===== config.mk =====
export PLATFORM = sky130hd
export DESIGN_NAME = vrbs_queue
export DESIGN_NICKNAME = d
export VERILOG_FILES = /design/src/vrbs_pkg.sv /design/src/vrbs_queue.sv
export SDC_FILE = /design/constraint.sdc
export NUM_CORES = 1
export LEC_CHECK = 0
export BUFFER_PORTS_ARGS = -buffer_cell sky130_fd_sc_hd__buf_2
export CAP_MARGIN = 40
export CORE_MARGIN = 10
export CORE_UTILIZATION = 52
export CTS_CLUSTER_SIZE = 25
export DETAILED_ROUTE_END_ITERATION = 8
export PLACE_DENSITY = 0.79
export SLEW_MARGIN = 20
export SYNTH_ARGS = -nofsm -noshare
export SYNTH_HDL_FRONTEND = slang
export SYNTH_SLANG_ARGS = --single-unit
export TNS_END_PERCENT = 20

===== constraint.sdc =====
create_clock -name clk -period 7.3 [get_ports clk]
set_input_delay 0.73 -clock clk [delete_from_list [all_inputs] [get_ports clk]]
set_output_delay 0.73 -clock clk [all_outputs]
set_load 0.05 [all_outputs]

===== src/vrbs_pkg.sv =====
package vrbs_pkg;

	localparam int VIP_SLOTS    = 16;
	localparam int MAX_BACKENDS = 64;
	localparam int QUEUE_DEPTH  = 2;
	localparam int BACKEND_DEPTH = VIP_SLOTS * MAX_BACKENDS;

	localparam int SLOT_W  = (VIP_SLOTS > 1) ? $clog2(VIP_SLOTS) : 1;
	localparam int ADDR_W  = (BACKEND_DEPTH > 1) ? $clog2(BACKEND_DEPTH) : 1;
	localparam int CNT_W   = 7;
	localparam int PROD_W  = 32 + CNT_W;
	localparam int QPTR_W  = (QUEUE_DEPTH > 1) ? $clog2(QUEUE_DEPTH) : 1;
	localparam int QCNT_W  = $clog2(QUEUE_DEPTH + 1);

	localparam logic [1:0] CMD_CONNECT = 2'd0;
	localparam logic [1:0] CMD_SLOT    = 2'd1;
	localparam logic [1:0] CMD_BACKEND = 2'd2;

	localparam logic [15:0] FAMILY_IPV4 = 16'd2;

	localparam logic [1:0] OP_ECHO  = 2'd0;
	localparam logic [1:0] OP_DROP  = 2'd1;
	localparam logic [1:0] OP_READ  = 2'd2;
	localparam logic [1:0] OP_WRITE = 2'd3;

	typedef struct packed {
		logic [1:0]  cmd;
		logic [15:0] addr_family;
		logic [31:0] virtual_ip;
		logic [15:0] orig_port;
		logic [31:0] random_word;
		logic [3:0]  slot_sel;
		logic        slot_enable;
		logic [6:0]  slot_count;
		logic [5:0]  backend_pos;
		logic [31:0] backend_addr;
		logic [15:0] backend_port_in;
	} item_t;

	typedef struct packed {
		logic [1:0]        op;
		logic [ADDR_W-1:0] addr;
		logic [31:0]       echo_ip;
		logic [15:0]       echo_port;
		logic [31:0]       wr_ip;
		logic [15:0]       wr_port;
	} op_entry_t;

	typedef struct packed {
		logic        verdict;
		logic        rewritten;
		logic [31:0] dest_ip;
		logic [15:0] dest_port;
	} result_t;

endpackage


===== src/vrbs_queue.sv =====
module vrbs_queue (
	input  logic                 clk,
	input  logic                 arst_n,
	input  logic                 push_valid,
	output logic                 push_ready,
	input  vrbs_pkg::op_entry_t  push_entry,
	output logic                 pop_valid,
	input  logic                 pop_ready,
	output vrbs_pkg::op_entry_t  pop_entry
);

	vrbs_pkg::op_entry_t         entries_q [vrbs_pkg::QUEUE_DEPTH];
	logic [vrbs_pkg::QPTR_W-1:0] wr_ptr_q;
	logic [vrbs_pkg::QPTR_W-1:0] rd_ptr_q;
	logic [vrbs_pkg::QCNT_W-1:0] count_q;
	logic                        do_push;
	logic                        do_pop;

	assign push_ready = 32'(count_q) < vrbs_pkg::QUEUE_DEPTH;
	assign pop_valid  = count_q != '0;
	assign do_push    = push_valid && push_ready;
	assign do_pop     = pop_valid && pop_ready;
	assign pop_entry  = entries_q[rd_ptr_q];

	always_ff @(posedge clk or negedge arst_n) begin
		if (!arst_n) begin
			wr_ptr_q <= '0;
			rd_ptr_q <= '0;
			count_q  <= '0;
		end else begin
			if (do_push) begin
				if (32'(wr_ptr_q) == vrbs_pkg::QUEUE_DEPTH - 1) begin
					wr_ptr_q <= '0;
				end else begin
					wr_ptr_q <= wr_ptr_q + 1'b1;
				end
			end
			if (do_pop) begin
				if (32'(rd_ptr_q) == vrbs_pkg::QUEUE_DEPTH - 1) begin
					rd_ptr_q <= '0;
				end else begin
					rd_ptr_q <= rd_ptr_q + 1'b1;
				end
			end
			if (do_push && !do_pop) begin
				count_q <= count_q + 1'b1;
			end else if (do_pop && !do_push) begin
				count_q <= count_q - 1'b1;
			end
		end
	end

	always_ff @(posedge clk) begin
		if (do_push) begin
			entries_q[wr_ptr_q] <= push_entry;
		end
	end

endmodule


Yosys cells after proc, flatten, opt, wreduce, memory -nomap -nowiden
Memories as Yosys holds them, arrays and structs flattened. Index checks and enable logic that the tools add are counted.

RAM bits: 216. Output and inout bits: 110. Logic and storage cells: 23. Memories kept: 1. Register bits: 4.

Memory list: entries_q (words 2, width 108, rd ports 1, clocked after Yosys merged registers in 0, write ports 1, line vrbs_queue.sv:12) `vrbs_pkg::op_entry_t entries_q [vrbs_pkg::QUEUE_DEPTH];`.

Reduce and logical (&&, ||, !) cells: 8. Add/sub/neg operators: 4. Multiplexer cells: 6. Magnitude comparators: 1.

Operator list (number): 1-bit logical AND (4); 1-bit 2-to-1 mux (4); 2-bit 2-to-1 mux (2); 2-bit nonzero test (2); 1-bit adder, second input constant (2); 2-bit by 1-bit adder with 2-bit output, second input constant (1); 1-bit logical NOT (2); 2-bit < comparator, second input constant (1); 2-bit by 1-bit subtractor with 2-bit output, second input constant (1).

Depth between registers and ports, before layout
Depth in word-level cells: 6. Mapped depth: 6. Depth with buffers taken out: 6.

Worst setup path before layout
Ideal clock, no wire load.

Path type: input to register. From: in push_valid. To: mem entries_q[0][0] (netlist bit), enable pin. Stages: 2. Setup time: 589 ps. Arrival: 5765 ps. Buffers on the path: 0. Data required time: 6711 ps. Path slack: 947 ps. Path through: nor2b_1 > nor2b_1.

Longest elaborated chain between the ends: 3.

RTL lines: from (decl) (line vrbs_queue.sv:4) `input logic push_valid,`; 1-bit logical AND (line vrbs_queue.sv:21) `assign do_push = push_valid && push_ready;`; 1-bit 2-to-1 mux (line vrbs_queue.sv:54) `if (do_push) begin`; 1-bit 2-to-1 mux (implied by the code) (line vrbs_queue.sv:55) `entries_q[wr_ptr_q] <= push_entry;`; to (decl) (line vrbs_queue.sv:12).

No other way between the ends.

==> flow_summary.ini <==
[sta]
hold_viol = 0
rsz0062_at_grt = no
period_share = 0.488
slew_headroom = 0.480
setup_viol = 0
max_freq_mhz = 281
fin_crit_ps = 3560
final-max-slew-violation-count = 0
fin_setup_tns_ps = 0
tightest_slew_ps = 780
finClkSkew_ps = 12.4

[layout]
fin_util = 0.662
final_nets = 704
drive_above_1_share = 0.605
diodes = 0
finalInstanceArea_mm2 = 0.0100
area_delta_synth_final_pct = 25.1

[yosys]
yosysWarnings = 0
synthesis.area_mm2 = 0.00801
synthesis.nets = 466
netlist.area_leader.share = 0.810
yosysTopAreaCell = edfxtp_1
ys_seq_area_frac = 0.822
syn_avg_cell_area_um2 = 22.7
ys_types = 15
ys_ff_latch = 220
syn_inst = 353
synth_area_leaders = edfxtp_1, mux2_2, mux2_4

[placed_design]
hpwl_um = 11100
post_dp_cell_area_mm2 = 0.00932
gp_congestion = 0.737
port_buffers = 221

[cts]
clock_latency_ps = 480
clk_path_buf_depth = 3
path_clk_slew_ps = 60
post_cts_resized = 0
cts-buffers-inserted = 22
cts_tree = yes
htreeDepth = 1
cts_hold_buffers = 0
cts.sinks = 220
cts_root_buf = clkbuf_16
cts_setup_buffers = 0

[setup_path]
startpoint_type = flop
cp-end-kind = primary output
cp.arrival_ps = 2830
crit_type = flop to primary output
r2r_end = entries_q[1][3]
rrSetupSlack_ps = 4800
r2r-start = count_q[1]
path_max_fanout = 57
reg2regPathDepth = 3
cp.required_ps = 6570

[global_route]
antenna_found_initial = 0
grt.overflow.total = 0
grt_max_degree = 67
grt_pass1_vias = 4413
grtUsageTotal = 0.149
grt_first_pass_wirelength_um = 24100

[floorplanning]
start_util = 0.529
die_area_mm2 = 0.0208
io_pins = 222
die_h_um = 144
fp-row-count = 45
core_area_mm2 = 0.0151
die_w_um = 144

[pwr]
power.switching_mw = 1.82
p_comb_frac = 0.388
power.internal_mw = 2.77
power_density_mw_per_mm2 = 458
clkPwrFrac = 0.226
p_leak_nw = 3.77
swShare = 0.397
power.total_mw = 4.59
seq_power_share = 0.386
peakVddDrop_uv = 571

[detailed_routing]
drt_iter0_drc = 233
drt_wl_total_um = 16000
first_pass_iters = 5
drc = 0
final_antenna_net_count = 0
wl_per_cell_um = 20.1
vias_per_cell = 5.08
vias = 4042

[status]
status = completed

[worst_hold_path]
min_path_type = input port to asynchronous set/reset pin

[run]
drv_cap = 0
worst max-delay path by stage:
| stage | start | endpoint | cells past startpoint |
|---|---|---|---|
| finish | rd_ptr_q | pop_entry[14] | 3 |
| CTS | rd_ptr_q | pop_entry[14] | 3 |
| global route | rd_ptr_q | pop_entry[14] | 3 |
| floorplan | push_valid | entries_q[0][0] | 2 |
| global placement | rd_ptr_q | pop_entry[82] | 3 |
| detailed placement | rd_ptr_q | pop_entry[14] | 3 |
metal layers:
metal / vias up / track usage / part of all wire
met2: 153 / 0.256 / 0.51
li1: 1876 / - / -
met3: 25 / 0.0492 / 0.091
met1: 1988 / 0.178 / 0.39
met5: - / 0 / 0
met4: 0 / 0.0376 / 0.016
worst max-delay path: stages, from the launching register on:
cell     delay (ps)
dfrtp_4         940
buf_4           700
mux2_2          420
buf_2           210
cells by family after synthesis:
family	synth area share
xor+xnor	0.00547
fa+ha+maj	0.00156
buf+inv	0.0103
flops	0.822
mux	0.156
simple gates	0.00406
Yosys cell counts:
library cell	count
and2_1	1
buf_2	9
buf_6	3
dfrtp_1	4
edfxtp_1	216
ha_1	1
inv_1	1
mux2_2	98
mux2_4	10
nand2_1	1
nor2_1	1
nor2b_1	2
or2_2	1
xnor2_1	3
xor2_1	2
metrics by stage:
step / setup slack (ps) / hold WS, ps / instances
after floorplan: 947 / 434 / 353
after global placement: 4280 / 493 / 754
after detailed placement: 4250 / 518 / 754
after CTS: 3730 / 21.8 / 794
after global routing: 3580 / 23.1 / 795
final: 3740 / 39.2 / 795
power by group through the flow:
stage	logic [mW]	clock network [mW]	registers, mW
6_report	1.78	1.04	1.77
4_1_cts	1.79	1.07	1.78
3_3_place_gp	1.77	0	1.79
5_1_grt	1.86	1.12	1.80
2_1_floorplan	1.49	0	1.75
3_5_place_dp	1.79	0	1.80
area by class of cell:
type                    instances  area, um2
clock buffers                  29        598
clock inverters                11       76.3
well taps                     188        235
inverters                       1       3.75
multi-input cells             120       1350
repair buffers                226       1160
flip-flops and latches        220       6590
fillers                      1020       5130
cell usage in the layout, fill, tap and decap left out, types with 2 or more instances in the layout:
master / count
mux2_2: 98
xor2_1: 2
buf_2: 221
buf_4: 4
clkbuf_1: 6
clkinv_1: 5
clkinv_2: 4
edfxtp_1: 216
mux2_4: 10
dfrtp_1: 3
xnor2_1: 3
clkbuf_16: 23
state kept, by name, indices dropped and copies added (netlist names):
signal	cells
wr_ptr_q	1
rd_ptr_q	1
entries_q	216
count_q	2
Power figures use the tool's default switching activity.
