### config.mk
export PLATFORM = sky130hd
export DESIGN_NAME = vrbs_front
export DESIGN_NICKNAME = d
export VERILOG_FILES = /design/src/vrbs_pkg.sv /design/src/vrbs_front.sv
export SDC_FILE = /design/constraint.sdc
export NUM_CORES = 2
export LEC_CHECK = 0
export BUFFER_PORTS_ARGS = -buffer_cell sky130_fd_sc_hd__buf_2
export CAP_MARGIN = 20
export CORE_ASPECT_RATIO = 0.5
export CORE_UTILIZATION = 66
export DETAILED_ROUTE_END_ITERATION = 8
export GPL_TIMING_DRIVEN = 0
export PLACE_DENSITY = 0.9
export SLEW_MARGIN = 40
export SYNTH_ARGS = -nofsm -noshare
export SYNTH_HDL_FRONTEND = slang
export SYNTH_SLANG_ARGS = --single-unit
### constraint.sdc
create_clock -name clk -period 16.2 [get_ports clk]
set_input_delay 4.05 -clock clk [delete_from_list [all_inputs] [get_ports clk]]
set_output_delay 4.05 -clock clk [all_outputs]
set_load 0.005 [all_outputs]
### src/vrbs_pkg.sv
package vrbs_pkg;

	localparam int VIP_SLOTS    = 16;
	localparam int MAX_BACKENDS = 64;
	localparam int QUEUE_DEPTH  = 2;
	localparam int BACKEND_DEPTH = VIP_SLOTS * MAX_BACKENDS;

	localparam int SLOT_W  = (VIP_SLOTS > 1) ? $clog2(VIP_SLOTS) : 1;
	localparam int ADDR_W  = (BACKEND_DEPTH > 1) ? $clog2(BACKEND_DEPTH) : 1;
	localparam int CNT_W   = 7;
	localparam int PROD_W  = 32 + CNT_W;
	localparam int QPTR_W  = (QUEUE_DEPTH > 1) ? $clog2(QUEUE_DEPTH) : 1;
	localparam int QCNT_W  = $clog2(QUEUE_DEPTH + 1);

	localparam logic [1:0] CMD_CONNECT = 2'd0;
	localparam logic [1:0] CMD_SLOT    = 2'd1;
	localparam logic [1:0] CMD_BACKEND = 2'd2;

	localparam logic [15:0] FAMILY_IPV4 = 16'd2;

	localparam logic [1:0] OP_ECHO  = 2'd0;
	localparam logic [1:0] OP_DROP  = 2'd1;
	localparam logic [1:0] OP_READ  = 2'd2;
	localparam logic [1:0] OP_WRITE = 2'd3;

	typedef struct packed {
		logic [1:0]  cmd;
		logic [15:0] addr_family;
		logic [31:0] virtual_ip;
		logic [15:0] orig_port;
		logic [31:0] random_word;
		logic [3:0]  slot_sel;
		logic        slot_enable;
		logic [6:0]  slot_count;
		logic [5:0]  backend_pos;
		logic [31:0] backend_addr;
		logic [15:0] backend_port_in;
	} item_t;

	typedef struct packed {
		logic [1:0]        op;
		logic [ADDR_W-1:0] addr;
		logic [31:0]       echo_ip;
		logic [15:0]       echo_port;
		logic [31:0]       wr_ip;
		logic [15:0]       wr_port;
	} op_entry_t;

	typedef struct packed {
		logic        verdict;
		logic        rewritten;
		logic [31:0] dest_ip;
		logic [15:0] dest_port;
	} result_t;

endpackage

### src/vrbs_front.sv
module vrbs_front (
	input  logic                 clk,
	input  logic                 arst_n,
	input  logic                 in_valid,
	output logic                 in_ready,
	input  vrbs_pkg::item_t      in_item,
	output logic                 out_valid,
	input  logic                 out_ready,
	output vrbs_pkg::op_entry_t  out_entry
);

	function automatic logic [vrbs_pkg::ADDR_W-1:0] bk_addr(
		input logic [vrbs_pkg::SLOT_W-1:0] slot,
		input logic [vrbs_pkg::ADDR_W-1:0] idx
	);
		bk_addr = vrbs_pkg::ADDR_W'(slot) * vrbs_pkg::ADDR_W'(vrbs_pkg::MAX_BACKENDS) + idx;
	endfunction

	logic [31:0]                 slot_key_q   [vrbs_pkg::VIP_SLOTS];
	logic [vrbs_pkg::VIP_SLOTS-1:0] slot_valid_q;
	logic [vrbs_pkg::CNT_W-1:0]  slot_count_q [vrbs_pkg::VIP_SLOTS];

	logic                        valid_s1;
	vrbs_pkg::item_t             item_s1;
	logic                        adv_s1;

	logic                        hit_c;
	logic [vrbs_pkg::SLOT_W-1:0] hit_slot_c;
	logic [vrbs_pkg::CNT_W-1:0]  hit_count_c;
	logic [vrbs_pkg::CNT_W-1:0]  clamp_c;
	logic [1:0]                  op_c;
	logic                        sel_ok_c;
	logic                        pos_ok_c;
	logic [vrbs_pkg::SLOT_W-1:0] sel_slot_c;

	logic                        valid_s2;
	logic [1:0]                  op_s2;
	logic [vrbs_pkg::ADDR_W-1:0] addr_s2;
	logic [vrbs_pkg::SLOT_W-1:0] slot_s2;
	logic [vrbs_pkg::CNT_W-1:0]  n_s2;
	logic [31:0]                 rnd_s2;
	logic [31:0]                 vip_s2;
	logic [15:0]                 port_s2;
	logic [31:0]                 baddr_s2;
	logic [15:0]                 bport_s2;
	logic [vrbs_pkg::PROD_W-1:0] prod_c;
	logic [vrbs_pkg::ADDR_W-1:0] rd_addr_c;

	assign adv_s1   = valid_s1 && (!valid_s2 || out_ready);
	assign in_ready = !valid_s1 || adv_s1;

	assign sel_ok_c   = 32'(item_s1.slot_sel) < vrbs_pkg::VIP_SLOTS;
	assign pos_ok_c   = 32'(item_s1.backend_pos) < vrbs_pkg::MAX_BACKENDS;
	assign sel_slot_c = vrbs_pkg::SLOT_W'(item_s1.slot_sel);

	always_comb begin
		hit_c      = 1'b0;
		hit_slot_c = '0;
		for (int i = vrbs_pkg::VIP_SLOTS - 1; i >= 0; i--) begin
			if (slot_valid_q[i] && slot_key_q[i] == item_s1.virtual_ip) begin
				hit_c      = 1'b1;
				hit_slot_c = vrbs_pkg::SLOT_W'(i);
			end
		end
		hit_count_c = slot_count_q[hit_slot_c];
		if (32'(hit_count_c) > vrbs_pkg::MAX_BACKENDS) begin
			clamp_c = vrbs_pkg::CNT_W'(vrbs_pkg::MAX_BACKENDS);
		end else begin
			clamp_c = hit_count_c;
		end
	end

	always_comb begin
		priority if (item_s1.cmd == vrbs_pkg::CMD_SLOT) begin
			op_c = vrbs_pkg::OP_ECHO;
		end else if (item_s1.cmd == vrbs_pkg::CMD_BACKEND) begin
			op_c = (sel_ok_c && pos_ok_c) ? vrbs_pkg::OP_WRITE : vrbs_pkg::OP_ECHO;
		end else if (item_s1.cmd == vrbs_pkg::CMD_CONNECT &&
			     item_s1.addr_family == vrbs_pkg::FAMILY_IPV4 && hit_c) begin
			op_c = (hit_count_c == '0) ? vrbs_pkg::OP_DROP : vrbs_pkg::OP_READ;
		end else begin
			op_c = vrbs_pkg::OP_ECHO;
		end
	end

	always_ff @(posedge clk or negedge arst_n) begin
		if (!arst_n) begin
			valid_s1 <= 1'b0;
			valid_s2 <= 1'b0;
		end else begin
			if (in_ready) begin
				valid_s1 <= in_valid;
			end
			if (!valid_s2 || out_ready) begin
				valid_s2 <= adv_s1;
			end
		end
	end

	always_ff @(posedge clk) begin
		if (in_valid && in_ready) begin
			item_s1 <= in_item;
		end
		if (adv_s1) begin
			op_s2    <= op_c;
			addr_s2  <= bk_addr(sel_slot_c, vrbs_pkg::ADDR_W'(item_s1.backend_pos));
			slot_s2  <= hit_slot_c;
			n_s2     <= clamp_c;
			rnd_s2   <= item_s1.random_word;
			vip_s2   <= item_s1.virtual_ip;
			port_s2  <= item_s1.orig_port;
			baddr_s2 <= item_s1.backend_addr;
			bport_s2 <= item_s1.backend_port_in;
		end
	end

	always_ff @(posedge clk or negedge arst_n) begin
		if (!arst_n) begin
			slot_valid_q <= '0;
			for (int i = 0; i < vrbs_pkg::VIP_SLOTS; i++) begin
				slot_count_q[i] <= '0;
			end
		end else if (adv_s1 && item_s1.cmd == vrbs_pkg::CMD_SLOT && sel_ok_c) begin
			slot_valid_q[sel_slot_c] <= item_s1.slot_enable;
			slot_count_q[sel_slot_c] <= item_s1.slot_count;
		end
	end

	always_ff @(posedge clk) begin
		if (adv_s1 && item_s1.cmd == vrbs_pkg::CMD_SLOT && sel_ok_c) begin
			slot_key_q[sel_slot_c] <= item_s1.virtual_ip;
		end
	end

	assign prod_c    = vrbs_pkg::PROD_W'(rnd_s2) * vrbs_pkg::PROD_W'(n_s2);
	assign rd_addr_c = bk_addr(slot_s2, vrbs_pkg::ADDR_W'(prod_c[vrbs_pkg::PROD_W-1:32]));

	assign out_valid           = valid_s2;
	assign out_entry.op        = op_s2;
	assign out_entry.addr      = (op_s2 == vrbs_pkg::OP_READ) ? rd_addr_c : addr_s2;
	assign out_entry.echo_ip   = vip_s2;
	assign out_entry.echo_port = port_s2;
	assign out_entry.wr_ip     = baddr_s2;
	assign out_entry.wr_port   = bport_s2;

endmodule

Word-level counts from Yosys, hierarchy flattened --
Memories as Yosys holds them, arrays and structs flattened. Cells that the tools add are included. W data, S select, Z words.
Word-level totals: bits in registers 445, RAM bits 512, input bits 168, word-level logic and storage cells 147, memories 1
Memories:
- slot_key_q | words 16, width 32, rd ports 16, clocked after Yosys merged registers in 0, write ports 1, line vrbs_front.sv:19 | logic [31:0] slot_key_q [vrbs_pkg::VIP_SLOTS];
Cells by class: add/sub/neg operators 2, $mul 1, magnitude comparators 6, eq/ne operators 20, mux-type cells 47, bitwise gates (word level) 2, reductions and logical operators 29
Operators with widths (number):
- $eq A32 B32 Y1 | 16
- $bwmux W112 | 1
- $mux W4 | 16
- $mul A32 B7 Y39 | 1
- $bmux W7 S4 | 1
- $demux W7 S4 | 1
- $logic_and A1 B1 Y1 | 23
- $mux W7 | 3
- $mux W1 | 19
- $bwmux W16 | 1
- $eq A16 B2 Y1 const B | 1
- $add A10 B6 Y10 | 1
- $add A10 B7 Y10 | 1
- $ge A5 B5 Y1 const B | 2
- $mux W10 | 1
- $not A4 Y5 | 2
- $gt A7 B7 Y1 const B | 1
- $logic_not A7 Y1 | 1
- $mux W2 | 3
- $lt A4 B5 Y1 const B | 1
- $lt A5 B1 Y1 const B | 1
- $demux W1 S4 | 1
- $eq A2 B2 Y1 const B | 2
- $ge A4 B1 Y1 const B | 1
- 4 further kinds | 6

Longest topological paths before layout --
An unclocked memory read counts as a cell.
depth after elaboration 27, mapped depth 28, gate-level depth less buffers 27

Worst setup path before layout --
OpenSTA, ideal clock, no wires.
kind in2reg, from in out_ready, to reg slot_count_q[105] (netlist name), setup time 126 ps, data arrival time 11759 ps, required time 16074 ps, path slack 4315 ps, stages 8, cell sequence nand2b_1 -> and2_1 -> and3b_1 -> nor2b_1 -> nand2b_1 -> clkbuf_1 -> nor3_1 -> mux2_2
Between the ends: word-level cells in the longest chain between the ends 3
RTL lines:
- start: declaration | line vrbs_front.sv:8 | input logic out_ready,
- $logic_or A1 B1 Y1 | line vrbs_front.sv:49 | assign adv_s1 = valid_s1 && (!valid_s2 || out_ready);
- $logic_and A1 B1 Y1 | line vrbs_front.sv:49
- net adv_s1 | line vrbs_front.sv:25 | logic adv_s1;
- $logic_and A1 B1 Y1 | line vrbs_front.sv:123 | end else if (adv_s1 && item_s1.cmd == vrbs_pkg::CMD_SLOT && sel_ok_c) begin
- end signal: indexed assignment | line vrbs_front.sv:125 | slot_count_q[sel_slot_c] <= item_s1.slot_count;
- end: declaration | line vrbs_front.sv:21 | logic [vrbs_pkg::CNT_W-1:0] slot_count_q [vrbs_pkg::VIP_SLOTS];
The timed path passes the listed nets, and every way through them passes these cells. A chain may end at the register's enable or synchronous reset.

==> metrics.txt <==
CTS Buf Count=81; post-synthesis sequential area ratio=62.3%; total power=0.00589 W; Slew headroom=36.0%; Synth Cell Area=45100 um2; Primary FF master, synth=edfxtp_1; R2R setup slack=9.75 ns; status=finished clean; met2 wire length=59800 um; Sink Count=957; commonest non-fill, non-tap cell in the layout=edfxtp_1; largest net degree at the start of global routing=68; post-CTS sizing=0; Clock transition at path regs=0.07 ns; Antenna Nets Post-Route=0; largest family of logic cells by synthesized area=simple AND/OR/NAND/NOR gates; IO Pins=278; Root Driver=clkbuf_16; vias per cell=6.62; #FFs+latches synth=957; Post-CTS Setup Repair Bufs=0; asr flop ratio synth=13.6%; RePlAce Congestion=0.988; Met3 Routed Length=20100 um; hold path depth=0; Max clock buf depth=3; Cell variety after synth=72; xor and xnor area share after synthesis=10.0%; later-pin clock latency in the skew report=0.70 ns; # hold bufs at CTS=0; area delta synth->final=14.8%; DRC Markers=0; worst reg2reg path endpoint=op_s2[1]; Die Wd=372 um; launching point of the worst reg2reg path=item_s1[131]; M1 WL=43200 um; vias in the first global route=31020; Die Area=69400 um2; Initial Utilization=67.0%; Req. time, crit path=12.15 ns; Synth Instances=3186; top layer in use=met5; CP Class=reg -> out; most frequent cells in the layout=827 x edfxtp_1, 357 x xor2_1, 318 x buf_2, 313 x nand2_1, 213 x inv_1; compound-cell area share of the yosys netlist=1.96%; die height=187 um; mean cell area of the mapped netlist=14.1 um2; Max Fanout on Critical Path=10; GRT overflow=0; Tightest Pin Transition=0.960 ns; Fmax achieved=87.1 MHz; most used cell, CP=a21o_1; gr usage total=38.7%; Pint=0.00427 W; Combinational Power Share=16.8%; Synth top area share=55.1%; RSZ-0062 raised after global routing=false; drt first pass iters=7; wirelength, routed=133000 um; setup TNS=0 ns; fin nets=4011; worst vdd ir=84.6 uV; max-cap violations=0; Synthesized Nets=3559; H-tree levels=3; Post-synth EDFFs=827; crit path capture type=output pin; std cell rows=67; share of cells above drive strength 1=18.9%; Final Setup Violations=0; drt wl/cell=28.9 um; FF-to-FF path depth=21; arrival time at the worst endpoint=7.43 ns; Final Critical Period=11.48 ns; post-synth top area cell=edfxtp_1; initial antenna violation count=4; LEAKAGE=20.2 nW; Adder-Cell Fraction of Synth Area=8.16%; Final Instance Area=51700 um2; CTS tree=done; core area=67200 um2; clock skew=0.0286 ns; Power Dens Cells=114 nW/um2; hold-critical path endpoint=bport_s2[6]; HP Class=reg -> reg; Final Cycle Share=70.9%; crit-path max cell delay=0.54 ns; dpl cell area=49000 um2; Bufs and invs on worst path=4; Setup crit start kind=flip-flop; DP HPWL=89800 um; Post-Synth Simple-Gate Area=10.9%; Net Sw Frac=27.6%; Max Slew Vio Count=0; Worst path top cell family by delay=adder cells; mux cell area share after synthesis=3.47%; Synth area leaders=edfxtp_1 55%, dfrtp_1 7.2%, xor2_1 6.9%; Vias=30517; Critical-path top delay cell=fa_1; first-pass GRT wire length=193000 um; P_sw=0.00163 W; Final Hold Viols=0; synth warn=0; sequential share of power=48.9%; Port Buffers=277; Clock Power Share=34.4%; HP Start=item_s1[6]; DR iter-0 viols=4662
## synthesized netlist by cell type (all sizes together) (3+ instances only)
cell,n
a2111oi,3
a21oi,29
nand3,45
buf,70
nand2,313
clkinv,5
a21o,13
clkbuf,39
and2,105
nor2b,18
a211oi,7
nand2b,26
or3,14
xor2,357
or2,8
and4,5
dfrtp,130
nor3,27
inv,213
mux2i,54
o2111ai,4
a22oi,4
xnor2,159
and3,10
nand3b,6
o21ai,18
nand4b,13
a31oi,3
nand4,80
nor4,162
mux2,91
o21bai,6
o22ai,8
ha,57
o211ai,6
nor4b,11
o221ai,4
or4b,3
or4,16
fa,148
or3b,6
edfxtp,827
nor2,37
## sequential cells by signal, summed over array words and instances (netlist names)
signal / flops
out_valid: 1
sel_slot_c: 4
vip_s2: 32
item_s1: 160
rnd_s2: 32
addr_s2: 10
slot_s2: 4
bport_s2: 16
slot_key_q: 512
port_s2: 16
slot_count_q: 112
slot_valid_q: 16
op_s2: 2
n_s2: 7
valid_s1: 1
baddr_s2: 32
## power by group through the flow
stage	clock [W]	combinational, W	sequential, W
6_report	0.00203	0.000989	0.00288
5_1_grt	0.00211	0.00108	0.00289
4_1_cts	0.00202	0.000970	0.00288
3_5_place_dp	0	0.000955	0.00293
3_3_place_gp	0	0.000835	0.00297
2_1_floorplan	0	0.000607	0.00291
## worst max-delay path by stage
| stage | end | slack, ns | depth (start not counted) | start |
|---|---|---|---|---|
| 3_5_place_dp | out_entry[103] | 5.46 | 26 | n_s2[1] |
| 5_1_grt | out_entry[103] | 4.38 | 26 | n_s2[2] |
| 4_1_cts | out_entry[103] | 4.71 | 26 | n_s2[1] |
| 2_1_floorplan | slot_count_q[105] | 4.32 | 8 | out_ready |
| 6_report | out_entry[103] | 4.72 | 26 | n_s2[2] |
| 3_3_place_gp | slot_valid_q[0] | 0.62 | 9 | out_ready |
## per-stage QoR
step	instances	hold slack (ns)	utilization, %	setup slack (ns)
detailed placement	4452	0.405	72.9	5.46
CTS	4603	0.418	76.9	4.71
floorplan	3186	0.400	-	4.32
global placement	4360	0.400	70.8	0.621
finish	4607	0.414	76.9	4.72
global route	4603	0.419	76.9	4.38
## layout make-up
| cell class | instances | area [um2] |
|---|---|---|
| Antenna cell | 4 | 10.0 |
| Buffer | 109 | 623 |
| Clock buffer | 108 | 2280 |
| Clock inverter | 43 | 434 |
| Fill cell | 3674 | 15500 |
| Inverter | 218 | 825 |
| Multi-Input combinational cell | 1902 | 15700 |
| Sequential cell | 957 | 28100 |
| Tap cell | 897 | 1120 |
| Timing Repair Buffer | 369 | 2670 |
## worst register-to-register path, stage by stage, from the launching register on
cell	delay (ns)
edfxtp_1	0.57
buf_8	0.23
buf_6	0.20
buf_2	0.46
buf_2	0.68
xor2_1	0.20
nor4_1	0.40
nand3_1	0.17
nor4_1	0.46
nand2_1	0.12
a311o_1	0.40
a22oi_2	0.24
buf_4	0.26
buf_4	0.27
buf_4	0.27
mux2i_1	0.21
nor2_1	0.06
nor2_1	0.15
o221ai_1	0.18
a21oi_1	0.36
a41o_1	0.24
nand2_1	0.06
## logic make-up after synthesis
group	after synthesis
AOI/OAI and AO/OA	124
xor gates and xnor gates	516
adders and majority gates	205
buffers and inverters	327
DFF	957
muxes	145
and+or+nand+nor	912
## per-layer routing
metal | up-vias | track usage [%]
li1 | 12239 | -
met1 | 14756 | 47.7
met2 | 2720 | 59.1
met3 | 795 | 13.7
met4 | 7 | 23.2
met5 | - | 0.618
Power figures use the tool's default switching activity.
